## config.mk

```make
export PLATFORM = sky130hd
export DESIGN_NAME = fwsl_arrival_cell
export DESIGN_NICKNAME = d
export VERILOG_FILES = /design/src/fwsl_pkg.sv /design/src/fwsl_arrival_cell.sv
export SDC_FILE = /design/constraint.sdc
export NUM_CORES = 1
export LEC_CHECK = 0
export BUFFER_PORTS_ARGS = -buffer_cell sky130_fd_sc_hd__buf_2
export CAP_MARGIN = 40
export CORE_ASPECT_RATIO = 0.6
export CORE_MARGIN = 2
export CORE_UTILIZATION = 25
export DETAILED_ROUTE_END_ITERATION = 7
export GPL_ROUTABILITY_DRIVEN = 0
export PLACE_DENSITY = 0.61
export SLEW_MARGIN = 20
export SYNTH_ARGS = -nofsm -noshare
export SYNTH_HDL_FRONTEND = slang
export SYNTH_SLANG_ARGS = --single-unit
```

## constraint.sdc

```tcl
create_clock -name clk -period 8.39 [get_ports clk]
set_input_delay 1.678 -clock clk [delete_from_list [all_inputs] [get_ports clk]]
set_output_delay 1.678 -clock clk [all_outputs]
set_load 0.02 [all_outputs]
```

## src/fwsl_pkg.sv

```systemverilog
package fwsl_pkg;

	localparam int CAPACITY_DEF = 64;

	typedef enum logic [2:0] {
		CMD_APPEND = 3'd0,
		CMD_POP    = 3'd1,
		CMD_HAS    = 3'd2,
		CMD_REMOVE = 3'd3,
		CMD_CLEAR  = 3'd4
	} cmd_t;

	localparam logic [1:0] ST_OK    = 2'd0;
	localparam logic [1:0] ST_MISS  = 2'd1;
	localparam logic [1:0] ST_FULL  = 2'd2;

	typedef struct packed {
		logic [31:0] p;
		logic [31:0] o;
		logic [31:0] l;
	} req_t;

	typedef struct packed {
		logic [2:0]  command;
		logic [31:0] piece_index;
		logic [31:0] block_offset;
		logic [31:0] block_length;
	} in_item_t;

	typedef struct packed {
		logic [1:0]  status;
		logic [31:0] out_piece_index;
		logic [31:0] out_block_offset;
		logic [31:0] out_block_length;
		logic [6:0]  entries_held;
	} out_item_t;

	// Operation broadcast to every cell in the update cycle.
	typedef enum logic [1:0] {
		OP_NONE   = 2'd0,
		OP_INSERT = 2'd1,
		OP_DELETE = 2'd2
	} cell_op_t;

	typedef struct packed {
		cell_op_t op;
		req_t     key;
	} cell_ctl_t;

	typedef enum logic [1:0] {
		S_IDLE    = 2'd0,
		S_COMPARE = 2'd1,
		S_UPDATE  = 2'd2
	} state_t;

	// Three-field unsigned compare, a before b.
	function automatic logic req_lt(req_t a, req_t b);
		if (a.p != b.p) return a.p < b.p;
		if (a.o != b.o) return a.o < b.o;
		return a.l < b.l;
	endfunction

endpackage

```

## src/fwsl_arrival_cell.sv

```systemverilog
// One slot of the arrival row. A delete at or left of this slot pulls in the
// right neighbor's entry.
module fwsl_arrival_cell (
	input  logic               clk,
	input  fwsl_pkg::cell_ctl_t ctl,
	input  logic               cmp_en,
	input  logic               write_here,
	input  fwsl_pkg::req_t     right_entry,
	input  logic               shift_here,
	output fwsl_pkg::req_t     entry,
	output logic               eq_q
);
	fwsl_pkg::req_t entry_q;

	assign entry = entry_q;

	always_ff @(posedge clk) begin
		if (cmp_en) begin
			eq_q <= (entry_q == ctl.key);
		end
		case (ctl.op)
			fwsl_pkg::OP_INSERT: if (write_here) entry_q <= ctl.key;
			fwsl_pkg::OP_DELETE: if (shift_here) entry_q <= right_entry;
			default: ;
		endcase
	end
endmodule

```

==> impl_metrics.tcl <==
set metrics [dict create \
    core_occupancy_in_the_finished_layout_pct 35.1 \
    io_buffer_count 294 \
    synth-edff-count 97 \
    post-route-cell-area_mm2 0.00732 \
    seq_area_frac_synth_pct 55.2 \
    p_leak_nw 2.99 \
    setup_viol_count_final 0 \
    clk_pin_slew_worst_paths_ns 0.07 \
    post_route_cells_drive_above_1_share_pct 64.3 \
    dr_total_vias 3893 \
    ant_nets 0 \
    mappedNetlistNets 534 \
    postCtsSetupRepairBufs 0 \
    cts_tree "done" \
    synth.cell_area_mm2 0.00528 \
    grt_pass1_vias 3943 \
    clock_power_share_pct 29.8 \
    grt_setup_unrepaired "false" \
    post_dp_cell_area_mm2 0.00704 \
    floorplan.io_pins 295 \
    timing.hold.worst.class "flop to flop" \
    dieArea_mm2 0.0223 \
    cts.hold.buffers_added 0 \
    synth_warnings 0 \
    grt_start_max_net_pins 59 \
    root_buffer "clkbuf_16" \
    yosysTopAreaCellShare_pct 55.2 \
    synthCells 336 \
    worstSkewPairLatency_ns 0.35 \
    power_density_mw_per_mm2 176 \
    core_region_area_mm2 0.0209 \
    buffers_from_clock_root_to_sink_at_most 2 \
    first_iter_violations 96 \
    critical_path_class "input port to flop" \
    yosys.cell_types.count 14 \
    drcViolationCount 0 \
    cp-start-kind "input port" \
    synthArstFlopShare_pct 0 \
    peakVddDrop_mv 0.0844 \
    run_status "finished, final reports clean" \
    actual_slew_at_the_worst_max_slew_pin_ns 0.806 \
    via_per_inst 4.24 \
    avgRoutedWirePerCell_um 15.9 \
    synth_area_leader_cell "edfxtp_1" \
    power.share.sequential_pct 47.9 \
    synth.ff_latch_count 97 \
    core.rowCount 41 \
    p_total_mw 1.29 \
    post_synth.cell_area_avg_um2 15.7 \
    timing.clock.skew_ns 0.00561 \
    cts-buffers-inserted 9 \
    fin_nets 833 \
    setup_total_negative_slack_ns 0 \
    syn_to_layout_area_delta_pct 38.8 \
    final.fill_count 2061 \
    crit_path_end_kind "flop" \
    slew-limit-headroom_pct 45.8 \
    grt_pass1_wl_um 21000 \
    initial_antenna_violation_count 0 \
    report.final.hold_viol_count 0 \
    final_period_minus_worst_setup_slack_ns 3.62 \
    comb_power_share_pct 22.3 \
    cell_internal_pwr_mw 0.924 \
    die_w_um 192 \
    dpl.hpwl_um 11500 \
    post_cts_resized 0 \
    yosysMostFrequentCell "edfxtp_1" \
    yosys-top-cells-count "edfxtp_1 (97), mux2_2 (67), xnor2_1 (64)" \
    fmax_mhz 276 \
    drv_slew 0 \
    globalRouteOverflowTotal 0 \
    switching_power_mw 0.361 \
    cts_sinks 97 \
    start_util_pct 25.3 \
    share_of_the_clock_period_used_by_the_worst_path_pct 43.2 \
    routed_wl_um 14600 \
    cp_max_fo 39 \
    worst_ep_required_time_ns 8.43 \
    switching_share_pct 28.1 \
    number_of_h_tree_levels 3 \
    ys_dominant_reg_cell "edfxtp_1" \
    drtPass1Iterations 4 \
    crit_arrival_ns 3.67 \
    number_of_max_capacitance_violations_reported 0 \
    grt.total_usage_pct 12.7 \
    height_of_the_chip_um 117 \
    fin_hold_ws_ns 0.872 \
    largest_cells_by_area_after_synthesis "edfxtp_1 (55%), mux2_2 (14%), xnor2_1 (11%)" \
]
per-layer routing:
metal	vias up	track usage (%)	part of all wire, %
met4	0	3.69	1.1
met5	-	0	0
li1	1866	-	-
met1	1823	15.7	44
met3	13	5.53	10
met2	191	20.3	45
stage by stage:
step	setup slack, ns	instances
after floorplan	3.58	336
after global placement	4.22	901
after detailed placement	4.21	902
after CTS	4.60	917
after global routing	4.60	918
final	4.77	919
sequential cells by signal, indices dropped and copies added, names as in the netlist:
name and flops:
entry 96, eq_q 1
cell usage in the layout, fill, tap and decap left out, types with 2 or more instances in the layout:
cell       instances
buf_2            294
edfxtp_1          97
mux2_2            67
xnor2_1           64
xor2_1            32
mux2_4            29
nand4_1           19
nor4_1            12
clkbuf_16          9
clkinv_2           3
buf_4              3
buf_12             2
critical path, stage by stage:
cell and delay (ns):
buf_2 0.12, nor2b_4 0.09, buf_4 0.44, nand2_1 0.17, nand2_4 0.44, buf_4 0.42, buf_12 0.28
power by group through the flow:
stage | logic [mW] | registers [mW] | clock network, mW
floorplan | 0.117 | 0.680 | 0
global placement | 0.286 | 0.626 | 0
detailed placement | 0.288 | 0.627 | 0
CTS | 0.289 | 0.617 | 0.401
global route | 0.311 | 0.622 | 0.416
finish | 0.287 | 0.616 | 0.383
area by class of cell:
cell class | count | area, um^2 | share of cell area (%)
Sequential cell | 97 | 2910 | 39.8
Multi-Input combinational cell | 228 | 2270 | 30.9
Timing Repair Buffer | 299 | 1530 | 20.9
Tap cell | 279 | 349 | 4.77
Clock buffer | 9 | 225 | 3.07
Clock inverter | 6 | 35.0 | 0.478
Antenna cell | 1 | 2.50 | 0.0342
cells by family after synthesis:
family / count (synthesis) / share of synthesized area (%)
xor gates and xnor gates: 96 / 15.9
muxes: 96 / 22.6
buffers and inverters: 11 / 2.13
DFF: 97 / 55.2
and+or+nand+nor: 36 / 4.17
final timing paths:
path | endpoint | slack, ns | start | cells past startpoint
worst max register to register | eq_q | 6.32 | entry[16] | 5
worst min-delay path | eq_q | 0.87 | entry[87] | 4
worst max-delay path | entry[41] | 4.77 | ctl[96] | 7
worst min register to register | eq_q | 0.87 | entry[87] | 4
(Power assumes the default switching activity.)
