<file path="src/fwsl_pkg.sv">
package fwsl_pkg;

	localparam int CAPACITY_DEF = 64;

	typedef enum logic [2:0] {
		CMD_APPEND = 3'd0,
		CMD_POP    = 3'd1,
		CMD_HAS    = 3'd2,
		CMD_REMOVE = 3'd3,
		CMD_CLEAR  = 3'd4
	} cmd_t;

	localparam logic [1:0] ST_OK    = 2'd0;
	localparam logic [1:0] ST_MISS  = 2'd1;
	localparam logic [1:0] ST_FULL  = 2'd2;

	typedef struct packed {
		logic [31:0] p;
		logic [31:0] o;
		logic [31:0] l;
	} req_t;

	typedef struct packed {
		logic [2:0]  command;
		logic [31:0] piece_index;
		logic [31:0] block_offset;
		logic [31:0] block_length;
	} in_item_t;

	typedef struct packed {
		logic [1:0]  status;
		logic [31:0] out_piece_index;
		logic [31:0] out_block_offset;
		logic [31:0] out_block_length;
		logic [6:0]  entries_held;
	} out_item_t;

	// Operation broadcast to every cell in the update cycle.
	typedef enum logic [1:0] {
		OP_NONE   = 2'd0,
		OP_INSERT = 2'd1,
		OP_DELETE = 2'd2
	} cell_op_t;

	typedef struct packed {
		cell_op_t op;
		req_t     key;
	} cell_ctl_t;

	typedef enum logic [1:0] {
		S_IDLE    = 2'd0,
		S_COMPARE = 2'd1,
		S_UPDATE  = 2'd2
	} state_t;

	// Three-field unsigned compare, a before b.
	function automatic logic req_lt(req_t a, req_t b);
		if (a.p != b.p) return a.p < b.p;
		if (a.o != b.o) return a.o < b.o;
		return a.l < b.l;
	endfunction

endpackage

</file>
<file path="src/fwsl_sorted_cell.sv">
// One slot of the sorted row. Inserts take the left neighbor's entry, deletes
// the right neighbor's, according to the registered compare flags.
module fwsl_sorted_cell (
	input  logic               clk,
	input  fwsl_pkg::cell_ctl_t ctl,
	input  logic               cmp_en,
	input  logic               valid,
	input  fwsl_pkg::req_t     left_entry,
	input  logic               left_lt,
	input  fwsl_pkg::req_t     right_entry,
	input  logic               first_eq,
	input  logic               left_first_eq_or_before,
	output fwsl_pkg::req_t     entry,
	output logic               lt_q,
	output logic               eq_q
);
	fwsl_pkg::req_t entry_q;

	assign entry = entry_q;

	always_ff @(posedge clk) begin
		if (cmp_en) begin
			lt_q <= fwsl_pkg::req_lt(entry_q, ctl.key);
			eq_q <= (entry_q == ctl.key);
		end
		case (ctl.op)
			fwsl_pkg::OP_INSERT: begin
				// Cells at or past the insert point move right by one. An empty
				// cell never counts as sorting before the key.
				if (!(lt_q && valid)) begin
					entry_q <= left_lt ? ctl.key : left_entry;
				end
			end
			fwsl_pkg::OP_DELETE: begin
				if (first_eq || left_first_eq_or_before) begin
					entry_q <= right_entry;
				end
			end
			default: ;
		endcase
	end
endmodule

</file>
<file path="config.mk">
export PLATFORM = sky130hd
export DESIGN_NAME = fwsl_sorted_cell
export DESIGN_NICKNAME = d
export VERILOG_FILES = /design/src/fwsl_pkg.sv /design/src/fwsl_sorted_cell.sv
export SDC_FILE = /design/constraint.sdc
export NUM_CORES = 1
export LEC_CHECK = 0
export BUFFER_PORTS_ARGS = -buffer_cell sky130_fd_sc_hd__buf_2
export CORE_AREA = 8 8 147 149
export CTS_BUF_LIST = sky130_fd_sc_hd__clkbuf_8 sky130_fd_sc_hd__clkbuf_16
export CTS_CLUSTER_DIAMETER = 30
export CTS_CLUSTER_SIZE = 24
export DETAILED_ROUTE_END_ITERATION = 6
export DIE_AREA = 0 0 155 157
export GPL_ROUTABILITY_DRIVEN = 0
export PLACE_DENSITY = 0.78
export SYNTH_ARGS = -nofsm -noshare
export SYNTH_HDL_FRONTEND = slang
export SYNTH_SLANG_ARGS = --single-unit
</file>
<file path="constraint.sdc">
create_clock -name clk -period 4.65 [get_ports clk]
set_clock_uncertainty 0.05 [all_clocks]
set_input_delay 0.465 -clock clk [delete_from_list [all_inputs] [get_ports clk]]
set_output_delay 0.465 -clock clk [all_outputs]
set_load 0.005 [all_outputs]
</file>
==> out/qor.txt, run 1 <==
outcome: finished, final reports clean
ys flop type: edfxtp_1
CTS Root Buffer Type: clkbuf_16
dpl cell area: 0.00958 mm^2
number of enable flip-flop cells after synthesis: 98
H-tree level count: 3
Worst VDD drop: 0.000146 V
fillers: 1782
clock tree buffer depth: 2
die width: 155 um
Crit Path Max Fanout: 3
Async SR Flop Fraction: 0%
Net Count, Synth: 1155
final wirelength: 26700 um
CP cell instances: ha_1 -> nand4_1 -> or4_1 -> or4_4 -> nor4b_2 -> a32oi_1 -> o31ai_1
Tcrit/Tclk final: 61.6%
global-route usage over all layers: 20.9%
post-synth cell types: 37
GRT overflow: 0
initial antenna violation count: 2
Final Hold Vio Count: 0
CTS Hold Bufs: 0
Reg2Reg Depth: 7
Max-slew headroom: 24.3%
fmax: 349 MHz
1st-pass router iterations: 5
via count: 7152
DRC: 0
post-layout util: 51.3%
Setup TNS: 0 ps
clock sinks: 98
reg2reg start: entry[51]$_DFFE_PP_
Setup crit end: lt_q$_DFFE_PP_
TritonCTS clock tree: yes
per-cell routed wire length: 18.9 um
Final Power: 2.47 mW
WP data required: 4760 ps
clock-pin slew on the worst setup and hold paths: 70 ps
Worst setup SP type: flop
PD cells: 251 mW/mm^2
Starting Density: 38.1%
Post-Syn Area: 0.00733 mm^2
Critical Path Sink Type: flop
Syn. warnings: 0
maxcap violations: 0
first-pass GRT wire length: 39400 um
WP data arrival: 2980 ps
Syn Area/Cell: 9.60 um^2
Die Y: 157 um
row count: 51
Iter 0 DRT Violations: 476
Design Area, Final: 0.00985 mm^2
io pins: 394
#FFs+latches synth: 98
Worst-Skew Late Latency: 350 ps
Slew Viols, Final: 0
vias in the first global route: 7445
r2r endpoint: lt_q$_DFFE_PP_
clock period minus final worst setup slack: 2860 ps
Final HPWL DP: 22500 um
CP Depth: 7
pin count of the biggest net entering global routing: 129
DR vias/cell: 5.07
count of cells resized by post-cts repair: 0
Area Overhead vs Synth: 34.4%
Post-CTS Setup Repair Bufs: 0
pin slew with the least headroom to its limit: 1140 ps
layout cell share with drive strength beyond 1: 36.5%
RSZ-0062 raised after global routing: no
buffers added on ports: 393
Final setup viols: 0
crit-path max cell delay: 630 ps
Max stage delay cell, worst path: or4_1
R2R Setup Slk: 1790 ps
leakage power: 5.07 nW
critical path's top delay family: simple AND/OR/NAND/NOR gates
CP bufs+invs: 0
synthesized instance count: 763
Core Area: 0.0192 mm^2
post-synthesis sequential area ratio: 40.2%
number of CTS-inserted buffers: 9
Layout Nets: 1533
worst min path class: input port to flop
DRT antenna net count: 0
critical path launch point: entry[51]$_DFFE_PP_
Die Area: 0.0243 mm^2
crit path kind: flop to flop
## Yosys cell counts, types with 4 or more instances
library cell	n	area (um^2)
a21o_1	16	120
a21oi_1	35	175
buf_1	8	30.0
clkbuf_1	23	86.3
edfxtp_1	98	2940
ha_1	96	1200
inv_1	98	368
mux2i_1	96	961
nand2_1	110	413
nand3_1	12	60.1
nand4_1	20	125
nor2_1	10	37.5
nor2b_1	4	25.0
o21ai_0	102	510
## stage by stage
stage                     hold WS [ps]  std cells  setup WS [ps]
after floorplan                    527        763            476
after global placement             652       1395           1700
after detailed placement           660       1395           1640
after CTS                          289       1411           1780
after global routing               296       1412           1650
final                              311       1412           1790
## worst min-delay path by stage
| stage | start | endpoint | depth (start not counted) |
|---|---|---|---|
| CTS | cmp_en | lt_q$_DFFE_PP_ | 1 |
| detailed placement | cmp_en | eq_q$_DFFE_PP_ | 1 |
| global placement | cmp_en | eq_q$_DFFE_PP_ | 1 |
| finish | cmp_en | lt_q$_DFFE_PP_ | 1 |
| global route | cmp_en | eq_q$_DFFE_PP_ | 1 |
| floorplan | cmp_en | eq_q$_DFFE_PP_ | 0 |
## placed cells by master, fill, tap and decap left out, types with 2 or more instances in the layout
cell        synthesis  routed
a2111oi_0           2       2
a211oi_1            3       3
a21o_1             16      16
a21oi_1            35      35
buf_2               1     392
buf_4               0       6
clkbuf_16           0       9
clkinvlp_4          0       2
edfxtp_1           98      98
ha_1               96      96
inv_1              98     101
mux2i_1            96      96
nand2_1           110     109
nand3_1            12      12
nand4_1            20      20
nor2_1             10      10
nor2b_1             4       3
nor3_1              2       2
nor4_1              3       3
o211ai_1            3       3
o21a_1              3       3
o21ai_0           102     102
o31ai_1             3       3
## report_power, final
part           internal, mW  leakage (nW)  switching, mW
logic                 0.302          4.00          0.351
registers              1.07         0.940         0.0436
clock network         0.358         0.135          0.340
total                  1.74          5.07          0.734
## registers in the layout (all words and copies together) (netlist names)
| register | cells |
|---|---|
| entry | 96 |
| lt_q | 1 |
| eq_q | 1 |
## area by class of cell
type	instances	area (um^2)	area share, %
well taps	265	332	3.37
clock inverters	7	40.0	0.407
repair buffers	399	2030	20.6
flip-flops and latches	98	2940	29.9
diodes	1	2.50	0.0254
inverters	98	368	3.74
multi-input cells	535	3910	39.7
clock buffers	9	225	2.29
## metal layers
layer  track usage (%)  vias up  part of all wire (%)
li1                  -     3494                     -
met1              24.6     3310                    40
met2              36.8      301                    50
met3              4.52       45                   7.0
met4              7.56        2                   2.7
met5                 0        -                 0.045
## cells by family after synthesis
family / Yosys count / share of synthesized area (%)
AO/OA/AOI/OAI: 174 / 13.3
AND/OR/NAND/NOR: 169 / 10.4
buffers and inverters: 130 / 6.68
flip-flops: 98 / 40.2
multiplexers: 96 / 13.1
adder cells (fa/ha/maj): 96 / 16.4
Note: power is estimated with default switching activity, not from simulation.
==> run 2: changes to the inputs <==
--- a/config.mk
+++ b/config.mk
@@ -5,15 +5,16 @@
 export SDC_FILE = /design/constraint.sdc
 export NUM_CORES = 1
 export LEC_CHECK = 0
+export ABC_AREA = 1
 export BUFFER_PORTS_ARGS = -buffer_cell sky130_fd_sc_hd__buf_2
-export CORE_AREA = 8 8 147 149
+export CORE_AREA = 8 8 149 151
 export CTS_BUF_LIST = sky130_fd_sc_hd__clkbuf_8 sky130_fd_sc_hd__clkbuf_16
 export CTS_CLUSTER_DIAMETER = 30
 export CTS_CLUSTER_SIZE = 24
 export DETAILED_ROUTE_END_ITERATION = 6
-export DIE_AREA = 0 0 155 157
+export DIE_AREA = 0 0 157 159
 export GPL_ROUTABILITY_DRIVEN = 0
-export PLACE_DENSITY = 0.78
+export PLACE_DENSITY = 0.77
 export SYNTH_ARGS = -nofsm -noshare
 export SYNTH_HDL_FRONTEND = slang
 export SYNTH_SLANG_ARGS = --single-unit
==> constraint.sdc (replaced) <==
create_clock -name clk -period 3 [get_ports clk]
set_clock_uncertainty 0.05 [all_clocks]
set_input_delay 0.3 -clock clk [delete_from_list [all_inputs] [get_ports clk]]
set_output_delay 0.3 -clock clk [all_outputs]
set_load 0.005 [all_outputs]
==> out/qor.txt, run 2 <==
outcome: finished, final reports clean
Int Pwr: 2.67 mW
critical path launch point: entry[95]$_DFFE_PP_
Syn Area/Cell: 7.76 um^2
number of enable flip-flop cells after synthesis: 98
clock share of power: 28.3%
Synth Area in Simple Gates: 18.6%
ys flop type: edfxtp_1
CP bufs+invs: 0
#FFs+latches synth: 98
Largest register FFs: 96
Layout Nets: 1728
Tcrit/Tclk final: 67.4%
largest family of logic cells by synthesized area: simple AND/OR/NAND/NOR gates
clock tree buffer depth: 2
Starting Density: 37.7%
cell taking the most area after synthesis: edfxtp_1
most common cell after layout, fill and taps aside: buf_2
Area Overhead vs Synth: 33.7%
maxcap violations: 0
Compound-Gate Fraction of Synth Area: 17.1%
Flop pwr share: 44.8%
worst min path class: input port to flop
Core Area: 0.0198 mm^2
first-pass GRT wire length: 41700 um
pin count of the biggest net entering global routing: 99
Crit Path Max Fanout: 3
number of CTS-inserted buffers: 9
Hold Startpoint: cmp_en
Die Area: 0.0250 mm^2
reg2reg start: entry[95]$_DFFE_PP_
DR vias/cell: 4.82
switch share: 30.8%
buffers added on ports: 393
GRT overflow: 0
most frequent cells in the layout: 392 x buf_2, 290 x nand2_1, 181 x o21ai_0, 125 x inv_1, 98 x edfxtp_1
critical path's top delay family: simple AND/OR/NAND/NOR gates
clock sinks: 98
Net Count, Synth: 1356
adder-cell area share of the yosys netlist: 16.1%
row count: 52
die width: 157 um
H-tree level count: 3
Synth top cells by count: 291 x nand2_1, 181 x o21ai_0, 123 x inv_1
r2r endpoint: lt_q$_DFFE_PP_
Worst Slack Setup Final: 978 ps
global-route usage over all layers: 21.2%
Max-slew headroom: 59.1%
RSZ-0062 raised after global routing: no
PD cells: 386 mW/mm^2
Logic pwr share: 26.8%
Final HPWL DP: 22600 um
crit-path max cell delay: 410 ps
Post-CTS Setup Repair Bufs: 0
WP data required: 3050 ps
clock period minus final worst setup slack: 2020 ps
CTS Root Buffer Type: clkbuf_16
worst slack at placement: 907 ps
DRC: 0
Slew Viols, Final: 0
Async SR Flop Fraction: 0%
top post-synthesis cells by area: edfxtp_1 39%, ha_1 16%, nand2_1 15%
Iter 0 DRT Violations: 557
XOR/XNOR share of the synthesized area: 0%
Setup TNS: 0 ps
Worst-Skew Late Latency: 350 ps
final wirelength: 27000 um
Final setup viols: 0
leakage power: 5.06 nW
count of cells resized by post-cts repair: 0
DRT antenna net count: 0
Max stage delay cell, worst path: edfxtp_1
Critical Path Sink Type: flop
via count: 7771
CP cell instances: ha_1 -> nand2_1 -> nor2_1 -> nand2_1 -> nor2_1 -> nand2_1 -> o2111ai_1 -> nor2_1 -> nand2_1 -> nand2_1
io pins: 394
CTS Hold Bufs: 0
TritonCTS clock tree: yes
per-cell routed wire length: 16.8 um
layout cell share with drive strength beyond 1: 32.2%
Synth top area share: 39.3%
vias in the first global route: 8060
1st-pass router iterations: 5
Net Switching: 1.19 mW
Hold EP: eq_q$_DFFE_PP_
Final Hold Vio Count: 0
fmax: 495 MHz
Syn. warnings: 0
post-synth cell types: 22
Min-Delay Path Depth: 1
clock-pin slew on the worst setup and hold paths: 70 ps
Die Y: 159 um
crit path kind: flop to flop
synthesized instance count: 964
Reg2Reg Depth: 10
most used cell along the critical path: nand2_1
pin slew with the least headroom to its limit: 614 ps
Worst VDD drop: 0.000222 V
R2R Setup Slk: 980 ps
most numerous cell in the Yosys netlist: nand2_1
proportion of synthesized area in mux cells: 0%
WP data arrival: 2070 ps
Post-Syn Area: 0.00748 mm^2
initial antenna violation count: 3
post-synthesis sequential area ratio: 39.3%
Worst setup SP type: flop
run 2: cell types whose count changed after synthesis, moves of 6 or more:
cell | before | now
nand2_1 | 110 | 291
mux2i_1 | 96 | 0
o21ai_0 | 102 | 181
inv_1 | 98 | 123
nor2_1 | 10 | 33
o21ai_1 | 0 | 21
buf_2 | 1 | 18
nand4_1 | 20 | 5
a21o_1 | 16 | 4
buf_1 | 8 | 0
a21oi_1 | 35 | 42
nand2_2 | 0 | 6
run 2: worst register-to-register path: stages (launching register included):
cell       delay (ps)
edfxtp_1          410
ha_1              310
nand2_1            90
nor2_1            150
nand2_1           110
nor2_1            230
nand2_1           160
o2111ai_1         100
nor2_1             60
nand2_1            60
nand2_1            50
run 2: layout make-up:
type | count | area [um^2]
antenna | 2 | 5.00
clock buffer | 9 | 225
clock inverter | 6 | 37.5
fill | 1897 | 9840
inverter | 125 | 469
multi-input combinational | 699 | 3890
sequential | 98 | 2940
tap | 270 | 338
timing repair buffer | 403 | 2090
run 2: worst max-delay path by stage:
| stage | end | slack, ps | cells after the start |
|---|---|---|---|
| CTS | lt_q$_DFFE_PP_ | 920 | 10 |
| floorplan | entry[0]$_DFFE_PP_ | 360 | 7 |
| detailed placement | lt_q$_DFFE_PP_ | 910 | 15 |
| global placement | lt_q$_DFFE_PP_ | 900 | 15 |
| global route | lt_q$_DFFE_PP_ | 720 | 10 |
| finish | lt_q$_DFFE_PP_ | 980 | 10 |
run 2: layer usage:
metal | global-route usage (%) | share of wire [%]
met5 | 0 | 0.037
met4 | 8.61 | 2.9
met3 | 4.26 | 7.0
met2 | 36.8 | 50
met1 | 24.8 | 40
run 2: per-stage QoR:
step	util (%)	hold slack (ps)	total power, mW	instances	cell area, um^2
after global routing	50.4	152	4.09	1612	10000
after global placement	49.1	512	2.76	1595	9730
after detailed placement	49.1	514	2.80	1595	9730
after floorplan	-	362	2.29	964	7480
final	50.4	169	3.86	1612	10000
after CTS	50.4	150	3.89	1610	10000
run 2: power by group through the flow:
stage          logic, mW  registers [mW]  clock network (mW)
2_1_floorplan      0.530            1.76                   0
3_3_place_gp        1.01            1.75                   0
3_5_place_dp        1.04            1.76                   0
4_1_cts             1.05            1.73                1.12
5_1_grt             1.19            1.74                1.16
6_report            1.04            1.73                1.09
run 2: cell families (layout without fill, tap and decap cells):
group	Yosys count	after routing
AOI/OAI and AO/OA	252	252
adders and majority gates	96	96
buffers and inverters	167	543
DFF	98	98
other	0	2
and+or+nand+nor	351	351
==> run 3: changes to the inputs <==
--- a/config.mk
+++ b/config.mk
@@ -7,14 +7,15 @@
 export LEC_CHECK = 0
 export ABC_AREA = 1
 export BUFFER_PORTS_ARGS = -buffer_cell sky130_fd_sc_hd__buf_2
-export CORE_AREA = 8 8 149 151
+export CORE_ASPECT_RATIO = 0.8
+export CORE_MARGIN = 8
+export CORE_UTILIZATION = 42
 export CTS_BUF_LIST = sky130_fd_sc_hd__clkbuf_8 sky130_fd_sc_hd__clkbuf_16
 export CTS_CLUSTER_DIAMETER = 30
 export CTS_CLUSTER_SIZE = 24
 export DETAILED_ROUTE_END_ITERATION = 6
-export DIE_AREA = 0 0 157 159
 export GPL_ROUTABILITY_DRIVEN = 0
-export PLACE_DENSITY = 0.77
+export PLACE_DENSITY = 0.86
 export SYNTH_ARGS = -nofsm -noshare
 export SYNTH_HDL_FRONTEND = slang
 export SYNTH_SLANG_ARGS = --single-unit
==> constraint.sdc (replaced) <==
create_clock -name clk -period 1.8 [get_ports clk]
set_clock_uncertainty 0.05 [all_clocks]
set_input_delay 0.18 -clock clk [delete_from_list [all_inputs] [get_ports clk]]
set_output_delay 0.18 -clock clk [all_outputs]
set_load 0.005 [all_outputs]
==> out/qor.txt, run 3 (synthesis gave the netlist of run 2 again) <==
maxcap violations: 0
via count: 8153
Worst Slack Setup Final: -59.6 ps
most used cell along the critical path: nand2_2
Area Overhead vs Synth: 43.8%
Final Hold Vio Count: 0
clock sinks: 98
fmax: 538 MHz
pin slew with the least headroom to its limit: 505 ps
Multi-input gate area: 0.00417 mm^2
GRT overflow: 0
switch share: 30.3%
io pins: 394
clock-pin slew on the worst setup and hold paths: 70 ps
failing checks: setup timing
Tcrit/Tclk final: 103%
Crit Path Max Fanout: 3
critical path's top delay family: simple AND/OR/NAND/NOR gates
clock share of power: 28.8%
Logic pwr share: 29.1%
Max stage delay cell, worst path: edfxtp_1
vias in the first global route: 8376
H-tree level count: 3
Slew Viols, Final: 0
Net Switching: 2.07 mW
DR vias/cell: 5.02
initial antenna violation count: 4
most frequent cells in the layout: 392 x buf_2, 280 x nand2_1, 180 x o21ai_0, 122 x inv_1, 98 x edfxtp_1
worst slack at placement: -263 ps
Largest register FFs: 96
number of CTS-inserted buffers: 9
Setup TNS: -59.6 ps
Reg area: 0.00294 mm^2
Critical Path Sink Type: flop
worst min path class: input port to flop
global-route usage over all layers: 23.5%
number of cells after detailed placement: 1595
outcome: complete, but fails checks
post-layout util: 61.9%
Core Area: 0.0174 mm^2
per-cell routed wire length: 17.1 um
Int Pwr: 4.77 mW
CP bufs+invs: 0
most common cell after layout, fill and taps aside: buf_2
WP data required: 1970 ps
row count: 43
Final setup viols: 1
crit-path max cell delay: 450 ps
Worst-Skew Late Latency: 350 ps
Die Area: 0.0224 mm^2
PD cells: 636 mW/mm^2
layout cell share with drive strength beyond 1: 37.9%
RSZ-0062 raised after global routing: yes
fillers: 1503
Iter 0 DRT Violations: 511
1st-pass router iterations: 5
final wirelength: 27800 um
Worst VDD drop: 0.000506 V
WP data arrival: 2030 ps
Starting Density: 43.0%
leakage power: 5.38 nW
CTS Root Buffer Type: clkbuf_16
Worst setup SP type: flop
Final HPWL DP: 22800 um
Die Y: 135 um
DRT antenna net count: 0
clock tree buffer depth: 2
final non-filler cell total: 1624
first-pass GRT wire length: 41300 um
clock period minus final worst setup slack: 1860 ps
buffers added on ports: 393
die width: 165 um
Flop pwr share: 42.1%
Layout Nets: 1782
pin count of the biggest net entering global routing: 113
Max-slew headroom: 66.3%
crit path kind: flop to flop
TritonCTS clock tree: yes
CP cell instances: ha_4 -> nand2_2 -> nor2_2 -> nand2_2 -> nor2_4 -> nand2_2 -> nor2_4 -> nand2_2 -> nor2_2 -> nand2_2 -> nand2_2 -> nand2_1 -> nand2_1
Hold WS: 61.2 ps
DRC: 0
run 3: worst reg2reg max path: cells and delay by family (launching register included):
kind / cells / cell delay (ps)
adder cells (fa/ha/maj): 1 / 300
flip-flops: 1 / 450
AND/OR/NAND/NOR: 12 / 930
run 3: path summary, 6_finish.rpt:
check / from / endpoint / slack (ps) / cells past startpoint
worst max-delay path: entry[43]$_DFFE_PP_ / lt_q$_DFFE_PP_ / -60 / 13
worst min-delay path: right_entry[84] / entry[84]$_DFFE_PP_ / 60 / 3
worst max register to register: entry[43]$_DFFE_PP_ / lt_q$_DFFE_PP_ / -60 / 13
worst min register to register: entry[95]$_DFFE_PP_ / lt_q$_DFFE_PP_ / 870 / 6
run 3: final cells by class:
type	count	area share (%)
multi-input cells	699	38.8
clock buffers	9	2.09
well taps	225	2.62
flip-flops and latches	98	27.4
diodes	4	0.0930
inverters	125	4.36
clock inverters	7	0.640
repair buffers	457	24.1
run 3: metrics by stage:
stage,power [mW],instance area (um^2)
after floorplan,3.82,7500
after global placement,4.73,10100
after detailed placement,4.80,10100
after CTS,6.86,10600
after global routing,7.24,10800
final,6.85,10800
run 3: power groups by stage:
stage | logic, mW | clock network (mW) | registers (mW)
detailed placement | 1.88 | 0 | 2.92
finish | 1.99 | 1.97 | 2.88
global route | 2.25 | 2.09 | 2.90
floorplan | 0.889 | 0 | 2.93
CTS | 1.96 | 2.03 | 2.87
global placement | 1.83 | 0 | 2.90
run 3: per-layer routing:
layer  track usage [%]  up-vias  share of wire, %
met2              40.9      369                49
met3              6.50       67               9.2
met1              26.5     3650                39
met5                 0        -             0.036
met4              9.84        2               3.3
li1                  -     4065                 -
run 3: repair_timing:
| item | 4_1_cts | 5_1_grt |
|---|---|---|
| setup buffers | 6 | 2 |
| pin swaps | 24 | 17 |
| resized for setup | 27 | 24 |
| hold endpoints to repair | 2 | 0 |
| endpoints found under the setup margin | 2 | 2 |
| hold buffers | 1 | 0 |
